**src/hw/rtl/pidf_pkg.sv**
```systemverilog
// pidf_pkg: widths, codes, state encoding and the structs shared by the
// filtered-derivative PID core. Depends on nothing.
`timescale 1ns / 1ps

package pidf_pkg;

	localparam int DATA_W       = 32;
	localparam int FRAC_BITS    = 16;
	localparam int FILTER_SHIFT = 16;
	localparam int GAIN_W       = 32;
	localparam int HALF_W       = GAIN_W / 2;
	localparam int BOUND_W      = 31;
	localparam int WEIGHT_W     = 17;
	localparam int ERR_W        = DATA_W + 1;
	localparam int DIFF_W       = DATA_W + 2;
	localparam int MUL_A_W      = DIFF_W;
	localparam int MUL_B_W      = WEIGHT_W + 1;
	localparam int PROD_W       = MUL_A_W + MUL_B_W;
	localparam int ACC_W        = PROD_W + HALF_W;
	localparam int CFG_IDX_W    = 3;
	localparam int CFG_DATA_W   = 32;

	localparam logic [WEIGHT_W-1:0] FILTER_ONE = WEIGHT_W'(65536);

	typedef enum logic [CFG_IDX_W-1:0] {
		REG_GAIN_P,
		REG_GAIN_I,
		REG_GAIN_D,
		REG_INT_BOUND,
		REG_DRIVE_BOUND,
		REG_FILTER_WEIGHT,
		REG_DERIV_BOUND
	} cfg_reg_t;

	// multiplier passes, in issue order
	typedef enum logic [2:0] {
		MS_DIFF_W,
		MS_PREVD_WC,
		MS_ERR_PLO,
		MS_ERR_PHI,
		MS_INT_ILO,
		MS_INT_IHI,
		MS_DER_DLO,
		MS_DER_DHI
	} mul_step_t;

	typedef enum logic [2:0] {
		ST_IDLE,
		ST_CLEAR,
		ST_INTEG,
		ST_MUL,
		ST_MWAIT,
		ST_DERIV,
		ST_DRIVE
	} state_t;

	typedef struct packed {
		logic [GAIN_W-1:0]   gain_p;
		logic [GAIN_W-1:0]   gain_i;
		logic [GAIN_W-1:0]   gain_d;
		logic [BOUND_W-1:0]  int_bound;
		logic [BOUND_W-1:0]  drive_bound;
		logic [WEIGHT_W-1:0] filter_weight;
		logic [BOUND_W-1:0]  deriv_bound;
	} cfg_t;

	typedef struct packed {
		logic      latch;
		logic      clear;
		logic      integ;
		logic      mul;
		mul_step_t step;
		logic      deriv;
		logic      drive;
	} cmd_t;

endpackage

```
**src/hw/rtl/pidf_cfg.sv**
```systemverilog
// pidf_cfg: configuration register file for the PID core.
// Depends on pidf_pkg.
`timescale 1ns / 1ps

module pidf_cfg (
	input  logic                                 clk,
	input  logic                                 arst_n,
	input  logic                                 cfg_valid,
	output logic                                 cfg_ready,
	input  logic [pidf_pkg::CFG_IDX_W-1:0]       cfg_index,
	input  logic [pidf_pkg::CFG_DATA_W-1:0]      cfg_data,
	output pidf_pkg::cfg_t                       cfg
);

	pidf_pkg::cfg_t cfg_q;

	assign cfg_ready = 1'b1;
	assign cfg       = cfg_q;

	always_ff @(posedge clk or negedge arst_n) begin
		if (!arst_n) begin
			cfg_q <= '0;
		end else if (cfg_valid && cfg_ready) begin
			case (cfg_index)
				pidf_pkg::REG_GAIN_P: begin
					cfg_q.gain_p <= cfg_data[pidf_pkg::GAIN_W-1:0];
				end
				pidf_pkg::REG_GAIN_I: begin
					cfg_q.gain_i <= cfg_data[pidf_pkg::GAIN_W-1:0];
				end
				pidf_pkg::REG_GAIN_D: begin
					cfg_q.gain_d <= cfg_data[pidf_pkg::GAIN_W-1:0];
				end
				pidf_pkg::REG_INT_BOUND: begin
					cfg_q.int_bound <= cfg_data[pidf_pkg::BOUND_W-1:0];
				end
				pidf_pkg::REG_DRIVE_BOUND: begin
					cfg_q.drive_bound <= cfg_data[pidf_pkg::BOUND_W-1:0];
				end
				pidf_pkg::REG_FILTER_WEIGHT: begin
					// weights above unity act as unity
					if (cfg_data[pidf_pkg::WEIGHT_W-1:0] > pidf_pkg::FILTER_ONE)
						cfg_q.filter_weight <= pidf_pkg::FILTER_ONE;
					else
						cfg_q.filter_weight <= cfg_data[pidf_pkg::WEIGHT_W-1:0];
				end
				pidf_pkg::REG_DERIV_BOUND: begin
					cfg_q.deriv_bound <= cfg_data[pidf_pkg::BOUND_W-1:0];
				end
				default: begin
				end
			endcase
		end
	end

endmodule

```
**src/hw/rtl/pidf_ctrl.sv**
```systemverilog
// pidf_ctrl: sequencer for the PID core; issues datapath commands and owns
// the input and result handshakes. Depends on pidf_pkg.
`timescale 1ns / 1ps

module pidf_ctrl (
	input  logic                 clk,
	input  logic                 arst_n,
	input  logic                 sample_valid,
	output logic                 sample_stall,
	input  logic                 operation,
	output logic                 result_valid,
	input  logic                 result_stall,
	output pidf_pkg::cmd_t       cmd
);

	pidf_pkg::state_t    state_q;
	pidf_pkg::state_t    state_d;
	pidf_pkg::mul_step_t step_q;
	logic                result_valid_q;
	logic                accept;
	logic                out_free;

	assign accept       = sample_valid && (state_q == pidf_pkg::ST_IDLE);
	assign out_free     = !result_valid_q || !result_stall;
	assign result_valid = result_valid_q;

	always_comb begin
		state_d = state_q;
		case (state_q)
			pidf_pkg::ST_IDLE: begin
				if (accept)
					state_d = operation ? pidf_pkg::ST_CLEAR : pidf_pkg::ST_INTEG;
			end
			pidf_pkg::ST_CLEAR: begin
				if (out_free)
					state_d = pidf_pkg::ST_IDLE;
			end
			pidf_pkg::ST_INTEG: begin
				state_d = pidf_pkg::ST_MUL;
			end
			pidf_pkg::ST_MUL: begin
				if (step_q == pidf_pkg::MS_PREVD_WC || step_q == pidf_pkg::MS_DER_DHI)
					state_d = pidf_pkg::ST_MWAIT;
			end
			pidf_pkg::ST_MWAIT: begin
				// step already advanced past the last issued pass
				if (step_q == pidf_pkg::MS_ERR_PLO)
					state_d = pidf_pkg::ST_DERIV;
				else
					state_d = pidf_pkg::ST_DRIVE;
			end
			pidf_pkg::ST_DERIV: begin
				state_d = pidf_pkg::ST_MUL;
			end
			pidf_pkg::ST_DRIVE: begin
				if (out_free)
					state_d = pidf_pkg::ST_IDLE;
			end
			default: begin
				state_d = pidf_pkg::ST_IDLE;
			end
		endcase
	end

	always_comb begin
		sample_stall = (state_q != pidf_pkg::ST_IDLE);
		cmd.latch    = accept;
		cmd.clear    = (state_q == pidf_pkg::ST_CLEAR) && out_free;
		cmd.integ    = (state_q == pidf_pkg::ST_INTEG);
		cmd.mul      = (state_q == pidf_pkg::ST_MUL);
		cmd.step     = step_q;
		cmd.deriv    = (state_q == pidf_pkg::ST_DERIV);
		cmd.drive    = (state_q == pidf_pkg::ST_DRIVE) && out_free;
	end

	always_ff @(posedge clk or negedge arst_n) begin
		if (!arst_n) begin
			state_q        <= pidf_pkg::ST_IDLE;
			step_q         <= pidf_pkg::MS_DIFF_W;
			result_valid_q <= 1'b0;
		end else begin
			state_q <= state_d;
			if (state_q == pidf_pkg::ST_MUL)
				step_q <= pidf_pkg::mul_step_t'(3'(step_q + 3'd1));
			if (cmd.drive || cmd.clear)
				result_valid_q <= 1'b1;
			else if (!result_stall)
				result_valid_q <= 1'b0;
		end
	end

endmodule

```
**src/hw/rtl/pidf_dp.sv**
```systemverilog
// pidf_dp: PID datapath - error, clamped integral, shared 34x18 multiplier
// with accumulator, filtered derivative and output saturation. Depends on pidf_pkg.
`timescale 1ns / 1ps

module pidf_dp (
	input  logic                                 clk,
	input  logic                                 arst_n,
	input  pidf_pkg::cfg_t                       cfg,
	input  pidf_pkg::cmd_t                       cmd,
	input  logic signed [pidf_pkg::DATA_W-1:0]   reference,
	input  logic signed [pidf_pkg::DATA_W-1:0]   feedback,
	output logic signed [pidf_pkg::DATA_W-1:0]   drive,
	output logic                                 saturated
);

	localparam int DW = pidf_pkg::DATA_W;
	localparam int AW = pidf_pkg::ACC_W;

	logic signed [pidf_pkg::ERR_W-1:0]    err_q;
	logic signed [pidf_pkg::ERR_W-1:0]    prev_err_q;
	logic signed [pidf_pkg::DIFF_W-1:0]   diff_q;
	logic signed [DW-1:0]                 integ_q;
	logic signed [DW-1:0]                 prev_d_q;
	logic signed [DW-1:0]                 drive_q;
	logic                                 sat_q;
	logic                                 int_en_q;
	logic signed [pidf_pkg::MUL_A_W-1:0]  mul_a;
	logic signed [pidf_pkg::MUL_B_W-1:0]  mul_b;
	logic signed [pidf_pkg::PROD_W-1:0]   prod_s1;
	logic                                 acc_en_s1;
	logic                                 shift_s1;
	logic signed [AW-1:0]                 acc_q;
	logic signed [AW-1:0]                 addend;
	logic [pidf_pkg::WEIGHT_W-1:0]        weight_c;
	logic signed [AW-1:0]                 int_sum;
	logic [DW:0]                          int_c;
	logic [DW:0]                          deriv_c;
	logic [DW:0]                          drive_c;

	// symmetric clamp; returns {hit, value}
	function automatic logic [DW:0] clamp_bound(input logic signed [AW-1:0] x,
			input logic [pidf_pkg::BOUND_W-1:0] b);
		logic signed [AW-1:0] hi;
		logic signed [AW-1:0] lo;
		hi = $signed(AW'(b));
		lo = -hi;
		if (x > hi)
			return {1'b1, hi[DW-1:0]};
		else if (x < lo)
			return {1'b1, lo[DW-1:0]};
		else
			return {1'b0, x[DW-1:0]};
	endfunction

	assign weight_c  = pidf_pkg::FILTER_ONE - cfg.filter_weight;
	assign drive     = drive_q;
	assign saturated = sat_q;

	always_comb begin
		case (cmd.step)
			pidf_pkg::MS_DIFF_W: begin
				mul_a = diff_q;
				mul_b = $signed(pidf_pkg::MUL_B_W'(cfg.filter_weight));
			end
			pidf_pkg::MS_PREVD_WC: begin
				mul_a = pidf_pkg::MUL_A_W'(prev_d_q);
				mul_b = $signed(pidf_pkg::MUL_B_W'(weight_c));
			end
			pidf_pkg::MS_ERR_PLO: begin
				mul_a = pidf_pkg::MUL_A_W'(err_q);
				mul_b = $signed(pidf_pkg::MUL_B_W'(cfg.gain_p[pidf_pkg::HALF_W-1:0]));
			end
			pidf_pkg::MS_ERR_PHI: begin
				mul_a = pidf_pkg::MUL_A_W'(err_q);
				mul_b = $signed(pidf_pkg::MUL_B_W'(
					cfg.gain_p[pidf_pkg::GAIN_W-1:pidf_pkg::HALF_W]));
			end
			pidf_pkg::MS_INT_ILO: begin
				mul_a = pidf_pkg::MUL_A_W'(integ_q);
				mul_b = $signed(pidf_pkg::MUL_B_W'(cfg.gain_i[pidf_pkg::HALF_W-1:0]));
			end
			pidf_pkg::MS_INT_IHI: begin
				mul_a = pidf_pkg::MUL_A_W'(integ_q);
				mul_b = $signed(pidf_pkg::MUL_B_W'(
					cfg.gain_i[pidf_pkg::GAIN_W-1:pidf_pkg::HALF_W]));
			end
			pidf_pkg::MS_DER_DLO: begin
				mul_a = pidf_pkg::MUL_A_W'(prev_d_q);
				mul_b = $signed(pidf_pkg::MUL_B_W'(cfg.gain_d[pidf_pkg::HALF_W-1:0]));
			end
			pidf_pkg::MS_DER_DHI: begin
				mul_a = pidf_pkg::MUL_A_W'(prev_d_q);
				mul_b = $signed(pidf_pkg::MUL_B_W'(
					cfg.gain_d[pidf_pkg::GAIN_W-1:pidf_pkg::HALF_W]));
			end
			default: begin
				mul_a = '0;
				mul_b = '0;
			end
		endcase
	end

	always_comb begin
		if (shift_s1)
			addend = $signed({prod_s1, {pidf_pkg::HALF_W{1'b0}}});
		else
			addend = $signed(AW'(prod_s1));
		int_sum = $signed(AW'(integ_q)) + $signed(AW'(err_q));
		int_c   = clamp_bound(int_sum, cfg.int_bound);
		deriv_c = clamp_bound(acc_q >>> pidf_pkg::FILTER_SHIFT, cfg.deriv_bound);
		drive_c = clamp_bound(acc_q >>> pidf_pkg::FRAC_BITS, cfg.drive_bound);
	end

	always_ff @(posedge clk or negedge arst_n) begin
		if (!arst_n) begin
			integ_q    <= '0;
			prev_err_q <= '0;
			prev_d_q   <= '0;
			int_en_q   <= 1'b0;
			acc_en_s1  <= 1'b0;
		end else begin
			acc_en_s1 <= cmd.mul;
			if (cmd.clear) begin
				integ_q    <= '0;
				prev_err_q <= '0;
				prev_d_q   <= '0;
				int_en_q   <= 1'b0;
			end else begin
				if (cmd.integ) begin
					prev_err_q <= err_q;
					if (int_en_q)
						integ_q <= $signed(int_c[DW-1:0]);
				end
				if (cmd.deriv)
					prev_d_q <= $signed(deriv_c[DW-1:0]);
				// conditional integration: hold the integral after a saturated beat
				if (cmd.drive)
					int_en_q <= !drive_c[DW];
			end
		end
	end

	always_ff @(posedge clk) begin
		if (cmd.latch)
			err_q <= pidf_pkg::ERR_W'(reference) - pidf_pkg::ERR_W'(feedback);
		if (cmd.integ)
			diff_q <= pidf_pkg::DIFF_W'(err_q) - pidf_pkg::DIFF_W'(prev_err_q);
		if (cmd.mul) begin
			prod_s1  <= mul_a * mul_b;
			shift_s1 <= cmd.step inside {pidf_pkg::MS_ERR_PHI, pidf_pkg::MS_INT_IHI,
				pidf_pkg::MS_DER_DHI};
		end
		if (cmd.latch || cmd.deriv)
			acc_q <= '0;
		else if (acc_en_s1)
			acc_q <= acc_q + addend;
		if (cmd.clear) begin
			drive_q <= '0;
			sat_q   <= 1'b0;
		end else if (cmd.drive) begin
			drive_q <= $signed(drive_c[DW-1:0]);
			sat_q   <= drive_c[DW];
		end
	end

endmodule

```
**src/hw/rtl/pid_controller_filtered_derivative_core.sv**
```systemverilog
// PID core with conditional-integration anti-windup and filtered derivative.
// Update: the integrate, multiply, wait, derivative, multiply, wait and drive
// states follow the sample beat (eight passes through the shared 34x18
// multiplier); clear goes through the clear state. One item at a time: next sample
// taken once the result is loaded; a stalled result holds back only that load.
// Async reset (arst_n low) zeroes integral, derivative history, cfg and state.
`timescale 1ns / 1ps

module pid_controller_filtered_derivative_core (
	input  logic                                 clk,
	input  logic                                 arst_n,
	input  logic                                 sample_valid,
	output logic                                 sample_stall,
	input  logic                                 operation,
	input  logic signed [pidf_pkg::DATA_W-1:0]   reference,
	input  logic signed [pidf_pkg::DATA_W-1:0]   feedback,
	output logic                                 result_valid,
	input  logic                                 result_stall,
	output logic signed [pidf_pkg::DATA_W-1:0]   drive,
	output logic                                 saturated,
	input  logic                                 cfg_valid,
	output logic                                 cfg_ready,
	input  logic [pidf_pkg::CFG_IDX_W-1:0]       cfg_index,
	input  logic [pidf_pkg::CFG_DATA_W-1:0]      cfg_data
);

	pidf_pkg::cfg_t cfg_regs;
	pidf_pkg::cmd_t cmd;

	pidf_cfg u_cfg (
		.clk       (clk),
		.arst_n    (arst_n),
		.cfg_valid (cfg_valid),
		.cfg_ready (cfg_ready),
		.cfg_index (cfg_index),
		.cfg_data  (cfg_data),
		.cfg       (cfg_regs)
	);

	pidf_ctrl u_ctrl (
		.clk          (clk),
		.arst_n       (arst_n),
		.sample_valid (sample_valid),
		.sample_stall (sample_stall),
		.operation    (operation),
		.result_valid (result_valid),
		.result_stall (result_stall),
		.cmd          (cmd)
	);

	pidf_dp u_dp (
		.clk       (clk),
		.arst_n    (arst_n),
		.cfg       (cfg_regs),
		.cmd       (cmd),
		.reference (reference),
		.feedback  (feedback),
		.drive     (drive),
		.saturated (saturated)
	);

	a_busy_after_beat: assert property (@(posedge clk) disable iff (!arst_n)
		(sample_valid && !sample_stall) |=> sample_stall)
		else $error("core took a sample beat and stayed ready");

	a_cmd_exclusive: assert property (@(posedge clk) disable iff (!arst_n)
		$onehot0({cmd.latch, cmd.clear, cmd.integ, cmd.mul, cmd.deriv, cmd.drive}))
		else $error("overlapping datapath commands");

	a_load_gives_result: assert property (@(posedge clk) disable iff (!arst_n)
		(cmd.drive || cmd.clear) |=> result_valid)
		else $error("result load did not raise result_valid");

	a_clear_result_zero: assert property (@(posedge clk) disable iff (!arst_n)
		cmd.clear |=> (drive == '0) && !saturated)
		else $error("clear beat produced a nonzero result");

endmodule
```
**config.mk**
```make
export PLATFORM = sky130hd
export DESIGN_NAME = pid_controller_filtered_derivative_core
export DESIGN_NICKNAME = d
export VERILOG_FILES = /design/src/hw/rtl/pidf_pkg.sv /design/src/hw/rtl/pidf_cfg.sv /design/src/hw/rtl/pidf_ctrl.sv /design/src/hw/rtl/pidf_dp.sv /design/src/hw/rtl/pid_controller_filtered_derivative_core.sv
export SDC_FILE = /design/constraint.sdc
export NUM_CORES = 2
export LEC_CHECK = 0
export ABC_AREA = 1
export BUFFER_PORTS_ARGS = -buffer_cell sky130_fd_sc_hd__clkbuf_2
export CAP_MARGIN = 10
export CORE_AREA = 2 2 338 474
export DETAILED_ROUTE_END_ITERATION = 10
export DIE_AREA = 0 0 340 476
export GPL_TIMING_DRIVEN = 0
export HOLD_SLACK_MARGIN = 0.08
export REMOVE_ABC_BUFFERS = 1
export SLEW_MARGIN = 20
export SYNTH_ARGS = -nofsm -noshare
export SYNTH_HDL_FRONTEND = slang
export SYNTH_SLANG_ARGS = --single-unit
```
**constraint.sdc**
```tcl
create_clock -name clk -period 8.45 [get_ports clk]
set_input_delay 1.69 -clock clk [delete_from_list [all_inputs] [get_ports clk]]
set_output_delay 1.69 -clock clk [all_outputs]
set_load 0.1 [all_outputs]
```
Word-level counts from Yosys, hierarchy flattened

Cells that the tools add are included.

Flip-flop bits (word level): 533
Output and inout bits: 36
Bits of input ports: 105
Word-level logic and storage cells: 122

Add/subtract/negate cells: 9
Reductions and logical operators: 33
Multiplexer cells: 27
Magnitude comparators: 7
Equal/unequal tests: 23
$mul: 1

Operators with widths:

| operator                 | number |
|---|---|
| $mux W32                 | 9 |
| $neg A31 Y68             | 3 |
| $pmux W18 S8             | 1 |
| $lt A52 B68 Y1           | 2 |
| $pmux W34 S4             | 1 |
| $mux W33                 | 4 |
| $gt A52 B32 Y1           | 2 |
| $add A68 B68 Y68         | 1 |
| $gt A68 B32 Y1           | 1 |
| $lt A68 B68 Y1           | 1 |
| $mux W67                 | 1 |
| $mul A34 B18 Y52         | 1 |
| $add A32 B33 Y34         | 1 |
| $sub A33 B33 Y34         | 1 |
| $sub A32 B32 Y33         | 1 |
| $eq A3 B3 Y1 const B     | 10 |
| $eq A3 B2 Y1 const B     | 6 |
| $gt A17 B17 Y1 const B   | 1 |
| $mux W17                 | 1 |
| $sub A17 B17 Y17 const A | 1 |
| $reduce_and A2 Y1        | 8 |
| $pmux W3 S5              | 1 |
| $eq A3 B1 Y1 const B     | 3 |
| $logic_not A3 Y1         | 3 |
| other kinds (14)         | 36 |

Longest topological paths before layout

Word-level depth: 7
Gate-level depth with buffers: 42
Depth with buffers taken out: 41

Hierarchy

Synthesis repeated with hierarchy kept, for this count alone.

Cell total of the unflattened synthesis: 8,814
Area, all modules: 64,122.7 um2

By module, submodules not included:

| module    | sequential area each (um2) | area an instance (um2) | cells an instance | instances |
|---|---|---|---|---|
| pidf_dp   | 8,102.8                    | 56,082.5               | 7,986             | 1 |
| pidf_cfg  | 5,154.9                    | 7,523.5                | 756               | 1 |
| pidf_ctrl | 175.2                      | 516.7                  | 72                | 1 |

Worst setup path before layout

OpenSTA, ideal clock, no wires.

Path type: register to register
From: reg u_ctrl.step_q[1]
To: reg u_dp.prod_s1[51] (netlist bit), data pin
Setup time: 0.269 ns
Buffers on the path: 2
Data required time: 8.181 ns
Setup slack: 1.130 ns
Clock period less this slack: 7.320 ns
Cell stages (with the launch flop): 30
Arrival time: 7.052 ns
Cell sequence: dfrtp_1 > ha_1 > ha_1 > clkbuf_1 > nor3_1 > inv_1 > nor3_4 > a211oi_1 > inv_1 > o21ai_1 > buf_2 > nor2_1 > inv_1 > fa_1 > inv_1 > fa_1 > fa_1 > fa_1 > fa_1 > inv_1 > fa_1 > inv_1 > ha_1 > a21oi_1 > o21ai_0 > a21oi_1 > nor2_1 > a211oi_1 > o31ai_1 > xor2_1

Word-level cells in the longest chain between the ends: 4
Elaborated cells on any way between the ends: 14
Those cells by class: mul (1); eq/ne (7); mux (2); reduce/logical (4)

Ends and longest elaborated chain:

| element                                                               | line            | text |
|---|---|---|
| start, declared                                                       | pidf_ctrl.sv:18 | `pidf_pkg::mul_step_t step_q;` |
| start signal, assigned                                                | pidf_ctrl.sv:79 | `step_q <= pidf_pkg::MS_DIFF_W;` |
| start signal, assigned                                                | pidf_ctrl.sv:84 | `step_q <= pidf_pkg::mul_step_t'(3'(step_q + 3'd1));` |
| $eq A3 B3 Y1 (tied with other cells)                                  | pidf_dp.sv:60   | `case (cmd.step)` |
| $reduce_or A3 Y1 (no line) / $reduce_or A2 Y1 (equally long branches) | n/a             |  |
| $pmux W34 S4                                                          | pidf_dp.sv:60   |  |
| $mul A34 B18 Y52 (*)                                                  | pidf_dp.sv:149  | `prod_s1 <= mul_a * mul_b;` |
| end signal, assigned                                                  | pidf_dp.sv:149  |  |
| end, declared                                                         | pidf_dp.sv:29   | `logic signed [pidf_pkg::PROD_W-1:0] prod_s1;` |

Every way passes the cells marked *; elsewhere a longest branch is shown, timed or not. The select of a mux whose other input is x is not followed.
A chain may end at the register's enable or synchronous reset.

Worst setup path in the final report

From: reg u_ctrl.step_q[1]
To: reg u_dp.prod_s1[48] (netlist bit), data pin

Same word-level chain as after synthesis.

==> metrics <==
num ports=141; DR WL/cell=21.4 um; vias in the first global route=57800; GRT Util Overall=0.277; 1st-iter DRT viols=4075; Top cell by count, worst path=fa_1; most frequent cells in the layout=nand2_1, inv_1, nor2_1; Fmax=122 MHz; Clock Latency Late Sink=0.74 ns; IO buf count=139; ys flop type=dfrtp_1; vias per cell=5.41; Synth cell types=70; CTS buffer count=58; commonest non-fill, non-tap cell in the layout=nand2_1; Worst Path Buf+Inv=5; Slew Limit Fails=0; Post-CTS Hold Buffers=0; DRC Markers=0; detailed placement HPWL=182000 um; CP arrival=8.61 ns; clk sinks=533; Avg Inst Size Synth=7.47 um2; R2R cell count=28; drt pass-1 iters=6; CP endpoint kind=flip-flop; Core Area=158000 um2; Post-Route Utilization=0.436; post-route setup TNS=0 ns; largest net degree at the start of global routing=89; Slew HR=0.255; worst r2r src=u_ctrl.step_q[1]; # setup viols final=0; H-tree lvl count=2; Die Y=476 um; Worst Tran Pin Value=1.12 ns; Post-synth EDFFs=120; final worst slack=0.278 ns; nets=9662; Post-Syn Instances=8385; Initial Util=0.397; clock slew at reported path FFs=0.06 ns; Hold Startpoint=u_dp.drive[7]; Area growth syn-to-layout=10.0%; Hold EP=u_dp.drive[7]; Worst Hold Class=flip-flop to flip-flop; reg2reg end=u_dp.prod_s1[48]; pre-CTS setup slack=-2.06 ns; antenna violations before repair=2; final instance area=68900 um2; synthesized flop and latch total=533; FP Rows=173; DRT Wirelength=226000 um; status=finished, final reports clean; Final Cycle Share=0.967; clock skew=0.0911 ns; FILL cells=16100; Syn Std Cell Area=62600 um2; CTS tree=done; grt ovf=0; CP Data Required Time=8.89 ns; Die Area=162000 um2; Crit Path Max Fanout=29; Largest delay share family, worst path=adder cells; Chip Width=340 um; first-pass GRT wire length=343000 um; # Max-Cap Violations=0; via count=57200; max incr delay on CP=0.58 ns; Yosys warnings=0; sequential fraction of the synthesis area=0.215; GPL Wtd Cong=0.974; Placement Cell Area=65700 um2; Root Driver=clkbuf_16; Worst R2R Setup Slack=0.28 ns; hold path depth=2; Tmin final=8.17 ns; Worst path slowest cell=fa_1; Async S/R FF share, synth=0.585; ANT nets after route=0; worst-case clock buffer depth=3; startpoint types=flip-flop; Fin. Hold Viols=0; critical path type=flip-flop to flip-flop; share of layout cells above drive strength 1=0.0659
per-layer routing:
layer / track usage / vias up / share of wire
li1: - / 27000 / -
met1: 0.321 / 27700 / 0.38
met2: 0.491 / 1899 / 0.49
met3: 0.0326 / 555 / 0.057
met4: 0.160 / 0 / 0.070
met5: 0 / - / 0
logic make-up after synthesis:
kind of cell,count (synthesis),synth area share
simple gates,3192,0.214
buf+inv,1761,0.109
compound gates,1490,0.131
fa+ha+maj,1144,0.295
flops,533,0.215
xor+xnor,264,0.0370
other cells,1,0.0000599
cells in the mapped netlist, drive strengths merged (3+ instances only):
| library cell | n | area [um2] |
|---|---|---|
| a22o | 9 | 78.8 |
| dfxtp | 101 | 2020 |
| a21o | 23 | 173 |
| clkbuf | 150 | 563 |
| a221oi | 33 | 289 |
| a21oi | 550 | 2760 |
| nand3b | 62 | 465 |
| o21a | 25 | 188 |
| or2 | 4 | 25.0 |
| o221ai | 8 | 70.1 |
| o211ai | 29 | 218 |
| buf | 118 | 631 |
| nand3 | 354 | 1800 |
| nand2 | 1722 | 6510 |
| a2111oi | 6 | 52.6 |
| o2111ai | 6 | 58.8 |
| dfrtp | 312 | 7810 |
| xnor2 | 69 | 604 |
| a21boi | 13 | 97.6 |
| o22ai | 33 | 206 |
| inv | 1491 | 5600 |
| and2 | 3 | 18.8 |
| edfxtp | 120 | 3600 |
| xor2 | 195 | 1720 |
| ha | 589 | 7370 |
| o31ai | 5 | 37.5 |
| a31oi | 34 | 213 |
| nor2 | 802 | 3050 |
| a22oi | 7 | 52.6 |
| o21ai | 665 | 3370 |
| fa | 555 | 11100 |
| o21bai | 21 | 158 |
| nor3 | 101 | 568 |
| nor4 | 62 | 407 |
| nand4 | 79 | 500 |
| a211oi | 15 | 113 |
through the flow:
stage | hold WS, ns | cells
after detailed placement | 0.459 | 10400
after floorplan | 0.445 | 8117
final | 0.465 | 10600
after global routing | 0.486 | 10600
after CTS | 0.469 | 10500
after global placement | 0.453 | 10400
state kept, by name, indices dropped and copies added, names as in the netlist, 3 cells and up:
register and cells:
u_ctrl.step_q 3, u_dp.acc_q 68, u_dp.err_q 33, u_dp.prev_err_q 33, u_ctrl.state_q 3, u_dp.diff_q 34
u_dp.integ_q 32, u_dp.drive 32, u_dp.prev_d_q 32, u_dp.prod_s1 52, u_cfg.cfg 206
worst max path at each step:
stage                     cells after the start  slack [ns]               end             start
after CTS                                    28       0.001  u_dp.prod_s1[46]  u_ctrl.step_q[1]
after global placement                       31       -4.99  u_dp.prod_s1[41]  u_ctrl.step_q[1]
after detailed placement                     27       -2.06  u_dp.prod_s1[41]  u_ctrl.step_q[1]
after floorplan                              22       -0.15  u_dp.prod_s1[51]  u_ctrl.step_q[1]
final                                        28        0.28  u_dp.prod_s1[48]  u_ctrl.step_q[1]
after global routing                         36       -0.01  u_dp.prod_s1[37]     u_cfg.cfg[31]
worst reg2reg max path, delay by kind of cell, from the launching register on:
family	cells	cell delay, ns
simple gates	5	0.64
fa+ha+maj	8	3.71
buf+inv	5	0.94
flops	1	0.44
xor+xnor	1	0.15
compound gates	9	2.05
final cells by class:
class | count | area, um2 | area share
clock buffers | 78 | 1650 | 0.0240
inverters | 1493 | 5730 | 0.0832
flip-flops and latches | 533 | 13400 | 0.195
repair inverters | 4 | 31.3 | 0.000454
multi-input cells | 6091 | 43100 | 0.625
repair buffers | 232 | 1920 | 0.0279
well taps | 2100 | 2630 | 0.0381
diodes | 1 | 2.50 | 0.0000363
clock inverters | 32 | 404 | 0.00587
what timing repair did:
item	CTS	global route
gates cloned	1	3
gates resized for setup	96	72
setup endpoints to repair	42	28
setup buffers	17	35
pin swaps	5	9
Power is left out: the tool's default activity adds up to more than one toggle a clock period on the data nets, which glitch-free logic cannot reach.
